--- config.mk ---
export PLATFORM = sky130hd
export DESIGN_NAME = json_byte_tokenizer
export DESIGN_NICKNAME = d
export VERILOG_FILES = /design/src/jbt_pkg.sv /design/src/jbt_lex.sv /design/src/json_byte_tokenizer.sv
export SDC_FILE = /design/constraint.sdc
export NUM_CORES = 1
export LEC_CHECK = 0
export ABC_AREA = 1
export BUFFER_PORTS_ARGS = -buffer_cell sky130_fd_sc_hd__buf_2
export CAP_MARGIN = 40
export CORE_ASPECT_RATIO = 1.5
export CORE_MARGIN = 3
export CORE_UTILIZATION = 40
export DETAILED_ROUTE_END_ITERATION = 10
export MAX_ROUTING_LAYER = met4
export PLACE_DENSITY = 0.67
export REMOVE_ABC_BUFFERS = 1
export SYNTH_ARGS = -nofsm -noshare
export SYNTH_HDL_FRONTEND = slang
export SYNTH_HIERARCHICAL = 1
export SYNTH_SLANG_ARGS = --single-unit
export TNS_END_PERCENT = 1
--- constraint.sdc ---
create_clock -name clk -period 2.72 [get_ports clk]
set_clock_uncertainty 0.05 [all_clocks]
set_input_delay 0.408 -clock clk [delete_from_list [all_inputs] [get_ports clk]]
set_output_delay 0.408 -clock clk [all_outputs]
set_load 0.005 [all_outputs]
--- src/jbt_pkg.sv ---
`default_nettype none
// ----------------------------------------------------------------------------
// jbt_pkg
// types, codes and byte classes shared by the json byte tokenizer
// ----------------------------------------------------------------------------
package jbt_pkg;

    // lexer modes
    localparam logic [1:0] MODE_IDLE = 2'd0;
    localparam logic [1:0] MODE_STR  = 2'd1;
    localparam logic [1:0] MODE_NUM  = 2'd2;

    // token kinds
    localparam logic [2:0] KIND_DELIM = 3'd0;
    localparam logic [2:0] KIND_STR   = 3'd1;
    localparam logic [2:0] KIND_NUM   = 3'd2;
    localparam logic [2:0] KIND_END   = 3'd3;
    localparam logic [2:0] KIND_ERR   = 3'd4;

    // input beat modes
    localparam logic ITEM_DATA = 1'b0;
    localparam logic ITEM_END  = 1'b1;

    localparam logic [7:0] CH_NUL   = 8'h00;
    localparam logic [7:0] CH_QUOTE = 8'h22;
    localparam logic [7:0] CH_MINUS = 8'h2D;

    typedef struct packed {
        logic       mode;
        logic [7:0] byte_in;
    } in_t;

    typedef struct packed {
        logic [2:0] token_kind;
        logic [7:0] char_out;
        logic       has_char;
        logic       token_done;
        logic       unterminated;
        logic       last;
    } res_t;

    // what one input beat produces
    typedef struct packed {
        logic [1:0] cnt;
        res_t       r0;
        res_t       r1;
        logic [1:0] mode_next;
    } lex_t;

    function automatic logic is_ws(input logic [7:0] b);
        return b inside {8'h20, 8'h09, 8'h0A, 8'h0D};
    endfunction

    function automatic logic is_delim(input logic [7:0] b);
        return b inside {8'h7B, 8'h7D, 8'h5B, 8'h5D, 8'h2C, 8'h3B, 8'h3A};
    endfunction

    function automatic logic is_num_start(input logic [7:0] b);
        return (b == CH_MINUS) || (b inside {[8'h30:8'h39]});
    endfunction

    function automatic logic is_num_cont(input logic [7:0] b);
        return is_num_start(b) || (b inside {8'h2E, 8'h65, 8'h45});
    endfunction

    function automatic res_t mk_res(input logic [2:0] kind, input logic [7:0] ch,
                                    input logic has, input logic done,
                                    input logic unterm);
        res_t r;
        r.token_kind   = kind;
        r.char_out     = has ? ch : 8'h00;
        r.has_char     = has;
        r.token_done   = done;
        r.unterminated = unterm;
        r.last         = 1'b0;
        return r;
    endfunction

endpackage
`default_nettype wire

--- src/jbt_lex.sv ---
`default_nettype none
// ----------------------------------------------------------------------------
// jbt_lex
// byte classification and result generation for one input beat
// ----------------------------------------------------------------------------
module jbt_lex (
    input  wire logic [1:0]  mode_q,
    input  wire jbt_pkg::in_t item,
    output jbt_pkg::lex_t     lex
);
    import jbt_pkg::*;

    logic [7:0] b;
    logic       idle_has;
    res_t       idle_res;
    logic [1:0] idle_mode;

    assign b = item.byte_in;

    // handling of a byte as a fresh token start
    always_comb
    begin
        idle_has  = 1'b0;
        idle_res  = mk_res(KIND_ERR, CH_NUL, 1'b0, 1'b1, 1'b0);
        idle_mode = MODE_IDLE;
        if (b == CH_NUL)
        begin
            idle_has = 1'b1;
        end
        else if (is_ws(b))
        begin
            idle_has = 1'b0;
        end
        else if (is_delim(b))
        begin
            idle_has = 1'b1;
            idle_res = mk_res(KIND_DELIM, b, 1'b1, 1'b1, 1'b0);
        end
        else if (b == CH_QUOTE)
        begin
            idle_mode = MODE_STR;
        end
        else if (is_num_start(b))
        begin
            idle_has  = 1'b1;
            idle_mode = MODE_NUM;
            idle_res  = mk_res(KIND_NUM, b, 1'b1, 1'b0, 1'b0);
        end
    end

    always_comb
    begin
        lex.cnt       = 2'd0;
        lex.r0        = idle_res;
        lex.r1        = mk_res(KIND_END, CH_NUL, 1'b0, 1'b1, 1'b0);
        lex.mode_next = MODE_IDLE;
        if (item.mode == ITEM_END)
        begin
            case (mode_q)
                MODE_STR:
                begin
                    lex.cnt = 2'd2;
                    lex.r0  = mk_res(KIND_STR, CH_NUL, 1'b0, 1'b1, 1'b1);
                end
                MODE_NUM:
                begin
                    lex.cnt = 2'd2;
                    lex.r0  = mk_res(KIND_NUM, CH_NUL, 1'b0, 1'b1, 1'b0);
                end
                default:
                begin
                    lex.cnt = 2'd1;
                    lex.r0  = mk_res(KIND_END, CH_NUL, 1'b0, 1'b1, 1'b0);
                end
            endcase
        end
        else
        begin
            case (mode_q)
                MODE_STR:
                begin
                    lex.cnt = 2'd1;
                    if (b == CH_QUOTE)
                    begin
                        lex.r0 = mk_res(KIND_STR, CH_NUL, 1'b0, 1'b1, 1'b0);
                    end
                    else
                    begin
                        lex.r0        = mk_res(KIND_STR, b, 1'b1, 1'b0, 1'b0);
                        lex.mode_next = MODE_STR;
                    end
                end
                MODE_NUM:
                begin
                    if (is_num_cont(b))
                    begin
                        lex.cnt       = 2'd1;
                        lex.r0        = mk_res(KIND_NUM, b, 1'b1, 1'b0, 1'b0);
                        lex.mode_next = MODE_NUM;
                    end
                    else
                    begin
                        // close the number, then treat the byte as a token start
                        lex.cnt       = idle_has ? 2'd2 : 2'd1;
                        lex.r0        = mk_res(KIND_NUM, CH_NUL, 1'b0, 1'b1, 1'b0);
                        lex.r1        = idle_res;
                        lex.mode_next = idle_mode;
                    end
                end
                default:
                begin
                    lex.cnt       = idle_has ? 2'd1 : 2'd0;
                    lex.mode_next = idle_mode;
                end
            endcase
        end
        lex.r0.last = (lex.cnt == 2'd1);
        lex.r1.last = 1'b1;
    end

endmodule
`default_nettype wire

--- src/json_byte_tokenizer.sv ---
`default_nettype none
// ----------------------------------------------------------------------------
// json_byte_tokenizer
// byte-serial json lexer: delimiters, strings, numbers, end and error tokens
// ----------------------------------------------------------------------------
// a beat is held in the input register until its last result is loaded
// throughput: one input beat per cycle while the output is not stalled; a beat
//   with two results is held longer, since the result register takes one a cycle
// beats with no result (whitespace, quotes opening a string) retire without waiting on the output
// reset: input and result registers empty, lexer mode idle
module json_byte_tokenizer (
    input  wire logic          clk,
    input  wire logic          rst_n,
    input  wire logic          in_valid,
    output logic               in_ready,
    input  wire jbt_pkg::in_t  in_data,
    output logic               out_valid,
    input  wire logic          out_ready,
    output jbt_pkg::res_t      out_data
);
    import jbt_pkg::*;

    // input register
    logic       in_valid_reg;
    in_t        in_item_reg;
    // second-result phase of the held beat
    logic       phase_reg;
    logic       phase_next;
    // lexer mode, updated when the held beat retires
    logic [1:0] mode_reg;
    // result register
    logic       out_valid_reg;
    logic       out_valid_next;
    res_t       out_data_reg;

    lex_t       lex;
    logic       out_free;
    logic       emit;
    logic       advance;

    jbt_lex u_lex (
        .mode_q (mode_reg),
        .item   (in_item_reg),
        .lex    (lex)
    );

    // result register can take a beat when empty or draining this cycle
    assign out_free = !out_valid_reg || out_ready;
    assign emit     = in_valid_reg && (lex.cnt != 2'd0) && out_free;
    // held beat retires after its last result is loaded, or at once if it has none
    assign advance  = in_valid_reg &&
                      ((lex.cnt == 2'd0) ||
                       (out_free && ((lex.cnt == 2'd1) || phase_reg)));
    assign in_ready = !in_valid_reg || advance;

    always_comb
    begin
        phase_next = phase_reg;
        if (advance)
        begin
            phase_next = 1'b0;
        end
        else if (emit)
        begin
            phase_next = 1'b1;
        end
    end

    always_comb
    begin
        out_valid_next = out_valid_reg;
        if (emit)
        begin
            out_valid_next = 1'b1;
        end
        else if (out_ready)
        begin
            out_valid_next = 1'b0;
        end
    end

    always_ff @(posedge clk or negedge rst_n)
    begin
        if (!rst_n)
        begin
            in_valid_reg  <= 1'b0;
            phase_reg     <= 1'b0;
            mode_reg      <= MODE_IDLE;
            out_valid_reg <= 1'b0;
        end
        else
        begin
            if (in_ready)
            begin
                in_valid_reg <= in_valid;
            end
            phase_reg     <= phase_next;
            out_valid_reg <= out_valid_next;
            if (advance)
            begin
                mode_reg <= lex.mode_next;
            end
        end
    end

    // payload registers
    always_ff @(posedge clk)
    begin
        if (in_ready && in_valid)
        begin
            in_item_reg <= in_data;
        end
        if (emit)
        begin
            out_data_reg <= phase_reg ? lex.r1 : lex.r0;
        end
    end

    assign out_valid = out_valid_reg;
    assign out_data  = out_data_reg;

endmodule
`default_nettype wire
==> results of run 1 <==
[where the power goes]
group	internal, mW	switching, mW
Combinational	0.0803	0.117
Sequential	0.519	0.0238
Clock	0.177	0.156
[what timing repair did]
item	CTS	global route
endpoints found under the hold margin	5	0
endpoints found under the setup margin	1	10
gates resized for setup	2	35
hold buffers	1	0
pin swaps	0	19
setup buffers	2	16
[through the flow]
step / utilization / instance area, sq um
6_report: 0.5421 / 2482
3_3_place_gp: 0.4661 / 2135
3_5_place_dp: 0.4661 / 2135
2_1_floorplan: - / 1864
5_1_grt: 0.5421 / 2482
4_1_cts: 0.4910 / 2248
[worst max path at each step]
stage / from / endpoint
2_1_floorplan: in_item_reg[3]$_DFFE_PP_ / in_item_reg[0]$_DFFE_PP_
3_3_place_gp: in_item_reg[3]$_DFFE_PP_ / in_item_reg[0]$_DFFE_PP_
3_5_place_dp: in_item_reg[3]$_DFFE_PP_ / in_item_reg[0]$_DFFE_PP_
4_1_cts: in_item_reg[3]$_DFFE_PP_ / in_ready
5_1_grt: in_item_reg[3]$_DFFE_PP_ / in_ready
6_report: in_item_reg[1]$_DFFE_PP_ / in_ready
[layout make-up]
type,count,share of cell area
inverters,33,0.05192
multi-input cells,172,0.3997
clock inverters,2,0.004032
flip-flops and latches,29,0.3407
repair buffers,54,0.1421
well taps,64,0.03226
clock buffers,6,0.02923
[critical path, cell delays in order (launching register included)]
cell and delay [ns]:
sky130_fd_sc_hd__edfxtp_1 0.42, sky130_fd_sc_hd__buf_4 0.17, sky130_fd_sc_hd__nor2_2 0.14, sky130_fd_sc_hd__nand2_2 0.12
sky130_fd_sc_hd__nor2_4 0.16, sky130_fd_sc_hd__inv_2 0.06, sky130_fd_sc_hd__nand2_4 0.09, sky130_fd_sc_hd__nor2_4 0.06
sky130_fd_sc_hd__nand2_1 0.06, sky130_fd_sc_hd__nand2_1 0.05, sky130_fd_sc_hd__nand2_1 0.07, sky130_fd_sc_hd__nand2_2 0.07
sky130_fd_sc_hd__nand2_2 0.06, sky130_fd_sc_hd__inv_2 0.04, sky130_fd_sc_hd__nand2_4 0.07, sky130_fd_sc_hd__nand2_4 0.06
sky130_fd_sc_hd__nand2_2 0.08, sky130_fd_sc_hd__nand2_2 0.06, sky130_fd_sc_hd__buf_6 0.12
[routing by layer]
layer  track usage  up-vias  share of wire
li1              -      858              -
met1        0.1325      747           0.37
met2        0.2467       38           0.56
met3       0.02989        9          0.042
met4       0.07182        0          0.023
met5             -        -              0
[kinds of logic after synthesis]
group | count (synthesis) | share of synthesized area
other cells | 2 | 0.003913
flops | 29 | 0.4407
fa+ha+maj | 3 | 0.01956
simple gates | 149 | 0.3872
buf+inv | 42 | 0.09974
compound gates | 16 | 0.04889
[layout by cell type, fill, tap and decap left out, drive strengths merged, types with 6 or more instances in the layout]
cell,synthesis,routed
nand3,7,7
a21oi,9,9
nor3,7,7
clkbuf,1,6
inv,33,33
nor2,30,30
buf,8,53
nand2,98,98
edfxtp,24,24
==> results summary, run 1 <==
The flow ran to the end, and the final reports show no timing, DRC or antenna violations. The path class of the tightest hold or removal check is in -> reg. The slew at the pin closest to its max-slew limit is roughly 0.53 ns. The cell depth of the worst min-delay path came out at 1. The number of remaining DRC errors is 0. In the synthesized netlist the dominant register cell turns out to be sky130_fd_sc_hd__edfxtp_1. The global placer's final weighted congestion is 0.8929. The total power consumption of the routed design came out at about 1.1 mW. The number of warnings issued by yosys is 6. Timing would allow up to 367.9 MHz. The placed wire-length estimate is around 2.8 mm. The share of synthesized registers carrying an async set or reset came out at 0.1724. The number of DRC markers after the initial detailed-route iteration came out at 42.

The areal power density over the cells came out at roughly 430 nW/um^2. The clock-pin slew of the registers on the worst-case setup and hold paths is around 0.06 ns. The total of max-cap violations is 0. The post-route worst setup slack is about 0.0016 ns.

The area of the placeable core is between 4000 and 5000 sq um. The pin count of the biggest net entering global routing came out at 18. Counting flops and latches in the post-synthesis netlist gives 29. The area taken by flip-flops and latches is 845.8 sq um. The count of cell types in the netlist came out at 31.

The total track usage came out at 0.1359. The share of synthesized area in the top cell type comes to 0.3755. The largest voltage drop on the vdd net came out at roughly 230 uV. The endpoint required time on the critical path is 2.26 ns. The post-placement worst setup slack is about 0.18 ns. The CTS H-tree depth is 2. The final standard cell count with taps included and fillers excluded is 360.

The count of boundary I/O pins came out at 30. The startpoint class of the critical path is a register. The post-synthesis area per instance came out at 7.964 sq um. The reported leakage power came out at ~1.2 nW. The critical path arrival is roughly 2.3 ns. The setup-violating endpoint count in the final report came out at 0.

In the post-synthesis netlist, the biggest area contributors are sky130_fd_sc_hd__edfxtp_1 38%, sky130_fd_sc_hd__nand2_1 16%, sky130_fd_sc_hd__dfrtp_1 6.5%, sky130_fd_sc_hd__inv_1 4.7%, sky130_fd_sc_hd__nor2_1 4.5%. For hold timing, the worst endpoint is in_item_reg[8]$_DFFE_PP_. The number of cells on the worst reg-to-reg path came out at 17. The most frequently used cell type in the post-synthesis netlist is sky130_fd_sc_hd__nand2_1. 0 antenna diodes ended up in the layout. The width of the die is between 60 and 70 um. The clock latency of the later-clocked register in the worst-skew pair came out at 0.28 ns. The cell type contributing the most total cell area after synthesis is sky130_fd_sc_hd__edfxtp_1. The final-report max-slew violation count came out at 0. The aggregate negative setup slack came out at 0 ns. The total clock buffers created by CTS is 5. The wire length of the first global-routing pass is 5.982 mm. The reg-to-reg setup timing slack came out at between 0.2 and 0.3 ns. The sequential element share of the synthesized area came out at 0.4407. By startpoint and endpoint, the worst setup path is classified as reg -> out. The overall via count from detail_route is about 1700.

Dividing the detail-routed via count by the number of cells gives roughly 4.6. Summing all multi-input logic gate instances after layout gives 992.2 sq um. The remaining global-route overflow came out at 0. Sorting the synthesized cells by how often they occur yields 83 x sky130_fd_sc_hd__nand2_1, 24 x sky130_fd_sc_hd__edfxtp_1, 24 x sky130_fd_sc_hd__inv_1. The flip-flop count of the largest register after layout came out at 15.

The endpoint identified for the worst register-to-register timing path is in_item_reg[0]$_DFFE_PP_. The number of enable flip-flop cells after synthesis came out at 24. Headroom to the max-slew limit came out at 0.6449. Setup repair after global routing could not meet its margin everywhere. The initial antenna violation count came out at 0. The number of global-route vias before repair is between 1000 and 1500. The final-layout fill cell count is 462. The worst hold-check slack is 0.2472 ns. The largest driver fanout on the critical path came out at 4. The startpoint of the worst hold path is in_data[8]. TritonCTS built the clock tree. The number of placement rows came out at 30.

The share of the cycle needed by the critical path after routing came out at 0.9994. Summing every instance area after synthesis gives roughly 1900 sq um. The number of instances in the synthesized netlist is between 200 and 250. The starting utilization of the core area is 0.4191. The cell sitting at the root of the clock tree is a sky130_fd_sc_hd__clkbuf_8.

The minimum clock period after layout is between 2 and 3 ns. The remaining antenna violation count after routing came out at 0. The worst setup path is captured at an output port.

The vertical die dimension is 90.84 um. The final net count is about 310. The count of port buffers added during placement is 29. The wire length per cell after detailed routing is 11.07 um. The maximum buffer depth of the clock tree is 2. The overall die area is around 5700 sq um.

The reg-to-reg startpoint is in_item_reg[3]$_DFFE_PP_. The cell count after placement is 333. The number of hold-slack violations in the final timing report came to 0.

Of the cells placed in the final design, the portion with a size suffix greater than 1 is 0.4257. The detailed-route wire length came out at 3.984 mm. Relative to the synthesized area, the layout overhead comes to 29.34%.

The first-pass iteration count of the detailed router is 4. The clock net in this run drives a total of 29 sinks.
(Power assumes the default switching activity.)
==> run 2, diff against run 1 <==
--- a/config.mk
+++ b/config.mk
@@ -11,9 +11,9 @@
 export CORE_ASPECT_RATIO = 1.5
 export CORE_MARGIN = 3
 export CORE_UTILIZATION = 40
+export CTS_BUF_LIST = sky130_fd_sc_hd__clkbuf_8
 export DETAILED_ROUTE_END_ITERATION = 10
 export MAX_ROUTING_LAYER = met4
-export PLACE_DENSITY = 0.67
 export REMOVE_ABC_BUFFERS = 1
 export SYNTH_ARGS = -nofsm -noshare
 export SYNTH_HDL_FRONTEND = slang
==> results summary, run 2 (same netlist as run 1, synthesis figures left out) <==
The total clock buffers created by CTS is 5 (unchanged). The worst max-slew margin expressed relative to the limit was 0.6533 (was 0.6449). Outcome: complete, but fails checks (was completed). The final-report max-slew violation count is 0 (unchanged).

The share of the cycle needed by the critical path after routing was 1.006 (was 0.9994). The critical register-to-register path endpoint is out_data[5]$_DFFE_PP_ (was in_item_reg[0]$_DFFE_PP_). The launch point of the worst path is in_item_reg[3]$_DFFE_PP_ (was in_item_reg[1]$_DFFE_PP_). The synthesis-to-layout area growth is 28.81% (was 29.34%). The clock-pin slew of the registers on the worst-case setup and hold paths is 0.06 ns (about the same). The wire length of the first global-routing pass is 6.313 mm (was 5.982 mm). The count of boundary I/O pins is 30 (unchanged). The maximum buffer depth of the clock tree is 2 (unchanged). The number of DRC markers after the initial detailed-route iteration came out at 43 (was 42). The startpoint of the worst hold path is in_data[3] (was in_data[8]).

The total track usage came to 0.1434 (was 0.1359). The clock latency of the later-clocked register in the worst-skew pair was 0.28 ns (about the same). The cell depth of the worst min-delay path is 1 (unchanged).

The placed wire-length estimate is 2.847 mm (was 2.836 mm). The number of placement rows came to 30 (unchanged). The post-detailed-route via-to-cell ratio is 4.542 (was 4.589). The kind of end point of the critical path was an output port (unchanged). RSZ-0062 raised after global routing: true (unchanged). The critical path arrival came out at 2.28 ns (was 2.26 ns). The reported leakage power is 1.229 nW (was 1.228 nW). The areal power density over the cells came out at 469.3 nW/um^2 (was 432.0 nW/um^2).

The post-route worst setup slack came out at -0.01501 ns (was 0.001637 ns). The flip-flop count of the largest register after layout came out at 15 (unchanged). The aggregate negative setup slack was -0.01501 ns (was 0 ns). The type of the most critical hold path is in -> reg (unchanged). The starting utilization of the core area came out at 0.4191 (unchanged).

The reg-to-reg setup timing slack came out at 0.28 ns (was 0.25 ns). The global placer's final weighted congestion is 0.8920 (was 0.8929). The area of all placed cells without fillers is 2472 sq um (was 2482 sq um). The pin count of the biggest net entering global routing is 18 (unchanged). The minimum clock period after layout came out at 2.735 ns (was 2.718 ns). The number of remaining DRC errors came out at 0 (unchanged). The number of global-route vias before repair was 1432 (was 1440). The number of hold-slack violations in the final timing report is 0 (unchanged). The post-placement worst setup slack was 0.1908 ns (was 0.1793 ns). The detailed-route wire length was 3.899 mm (was 3.984 mm). The wire length per cell after detailed routing is 10.95 um (was 11.07 um). The instance area at placement was 2127 sq um (was 2135 sq um). The type of the worst setup path is reg -> out (unchanged).

The startpoint class of the critical path is a register (unchanged). The vertical die dimension is 90.84 um (unchanged). The total of max-cap violations is 0 (unchanged). The overall die area came out at 5683 sq um (unchanged).

The width of the die came out at 62.56 um (unchanged). The initial antenna violation count came to 0 (unchanged). The worst hold-check slack is 0.2444 ns (was 0.2472 ns). The CTS H-tree depth came out at 2 (unchanged).

The destination of the worst hold path is in_item_reg[3]$_DFFE_PP_ (was in_item_reg[8]$_DFFE_PP_). The remaining antenna violation count after routing is 0 (unchanged). The clock root buffer master is sky130_fd_sc_hd__clkbuf_8 (unchanged). The largest driver fanout on the critical path came out at 4 (unchanged). The endpoint required time on the critical path came out at 2.26 ns (about the same). The number of sinks handled by clock tree synthesis came out at 29 (unchanged). The share of final-layout standard cells stronger than drive strength 1 is 0.4247 (was 0.4257).

The maximum frequency from static timing analysis is 365.6 MHz (was 367.9 MHz). The remaining global-route overflow is 0 (unchanged). The CTS tree is built (unchanged). The count of port buffers added during placement was 29 (unchanged). The overall via count from detail_route is 1617 (was 1652).

The reg-to-reg startpoint is in_item_reg[3]$_DFFE_PP_ (unchanged). The first-pass iteration count of the detailed router came out at 4 (unchanged). The diode insertion count for antenna repair came to 0 (unchanged).

The final reports fail on negative setup slack. The largest voltage drop on the vdd net came to 343.4 uV (was 234.9 uV). The setup-violating endpoint count in the final report is 1 (was 0). Commonest non-fill, non-tap cells in the layout: 72 x sky130_fd_sc_hd__nand2_1, 29 x sky130_fd_sc_hd__buf_2, 24 x sky130_fd_sc_hd__edfxtp_1 (was 73 x sky130_fd_sc_hd__nand2_1, 28 x sky130_fd_sc_hd__buf_2, 24 x sky130_fd_sc_hd__edfxtp_1). The slew at the pin closest to its max-slew limit is 0.5201 ns (was 0.5327 ns).

The area of the placeable core came out at 4579 sq um (unchanged). The number of cells on the worst reg-to-reg path came out at 16 (was 17). The final net count came to 307 (was 311).

The commonest non-fill, non-tap cell in the layout was sky130_fd_sc_hd__nand2_1 (unchanged).
==> run 2: cell count changes in the layout (fill, tap and decap cells not counted), sizes merged <==
cell | before | now
clkbuf | 6 | 5
clkinv | 2 | 1
inv | 33 | 34
buf | 53 | 49
bufinv | 0 | 1
==> run 2: area by class of cell <==
type                            instances  area (sq um)
Sequential cell                        29         845.8
Timing Repair Buffer                   50         309.0
Multi-Input combinational cell        172          1002
Tap cell                               64         80.08
Inverter                               33         128.9
Fill cell                             451          2107
Clock inverter                          3         37.54
Clock buffer                            5         68.82
==> run 2: critical path, cell delays in order, from the launching register on <==
cell and delay [ns]:
sky130_fd_sc_hd__edfxtp_1 0.45, sky130_fd_sc_hd__buf_6 0.16, sky130_fd_sc_hd__nand2_4 0.05, sky130_fd_sc_hd__nor2_2 0.03, sky130_fd_sc_hd__nand2_1 0.06, sky130_fd_sc_hd__nand2_2 0.11, sky130_fd_sc_hd__nand2_4 0.10, sky130_fd_sc_hd__nand2_4 0.07
sky130_fd_sc_hd__nor2_4 0.15, sky130_fd_sc_hd__nand3_2 0.10, sky130_fd_sc_hd__a21oi_2 0.23, sky130_fd_sc_hd__buf_4 0.17, sky130_fd_sc_hd__nand2_4 0.07, sky130_fd_sc_hd__nand2_4 0.07, sky130_fd_sc_hd__nand2_2 0.05, sky130_fd_sc_hd__buf_2 0.13
==> run 2: layer usage <==
| metal | up-vias | part of all wire | GRT usage | routed length (um) |
|---|---|---|---|---|
| met5 | - | 0 | - | 0 |
| met4 | 0 | 0.025 | 0.06262 | 97 |
| met3 | 10 | 0.048 | 0.03985 | 187 |
| met2 | 42 | 0.54 | 0.2440 | 2095 |
| met1 | 709 | 0.39 | 0.1545 | 1519 |
| li1 | 856 | - | - | - |
==> run 2: worst max path at each step <==
stage                                          end  slack [ns]  depth (start not counted)
after floorplan           in_item_reg[0]$_DFFE_PP_         0.1                         17
after CTS                                 in_ready        0.02                         17
after global placement    in_item_reg[0]$_DFFE_PP_        0.17                         18
after global routing                      in_ready       -0.13                         15
final                                     in_ready       -0.02                         15
after detailed placement  in_item_reg[0]$_DFFE_PP_        0.19                         18
==> run 2: per-stage QoR <==
step | total power [mW] | util | std cells
after floorplan | 0.6526 | - | 234
after global placement | 0.7065 | 0.4645 | 332
after detailed placement | 0.7078 | 0.4645 | 332
after CTS | 1.142 | 0.4951 | 343
after global routing | 1.218 | 0.5399 | 356
final | 1.160 | 0.5399 | 356
==> run 2: repair_timing <==
item | 4_1_cts | 5_1_grt
endpoints found under the setup margin | 1 | 10
pin swaps | 0 | 18
hold buffers | 1 | 0
resized for setup | 3 | 34
hold endpoints to repair | 5 | 0
buffers inserted | 2 | 13
==> run 2: power by group <==
group	leakage (nW)	total (mW)	internal, mW	switching [mW]
logic	0.875	0.192	0.0770	0.115
registers	0.297	0.544	0.519	0.0248
clock network	0.0570	0.425	0.266	0.159
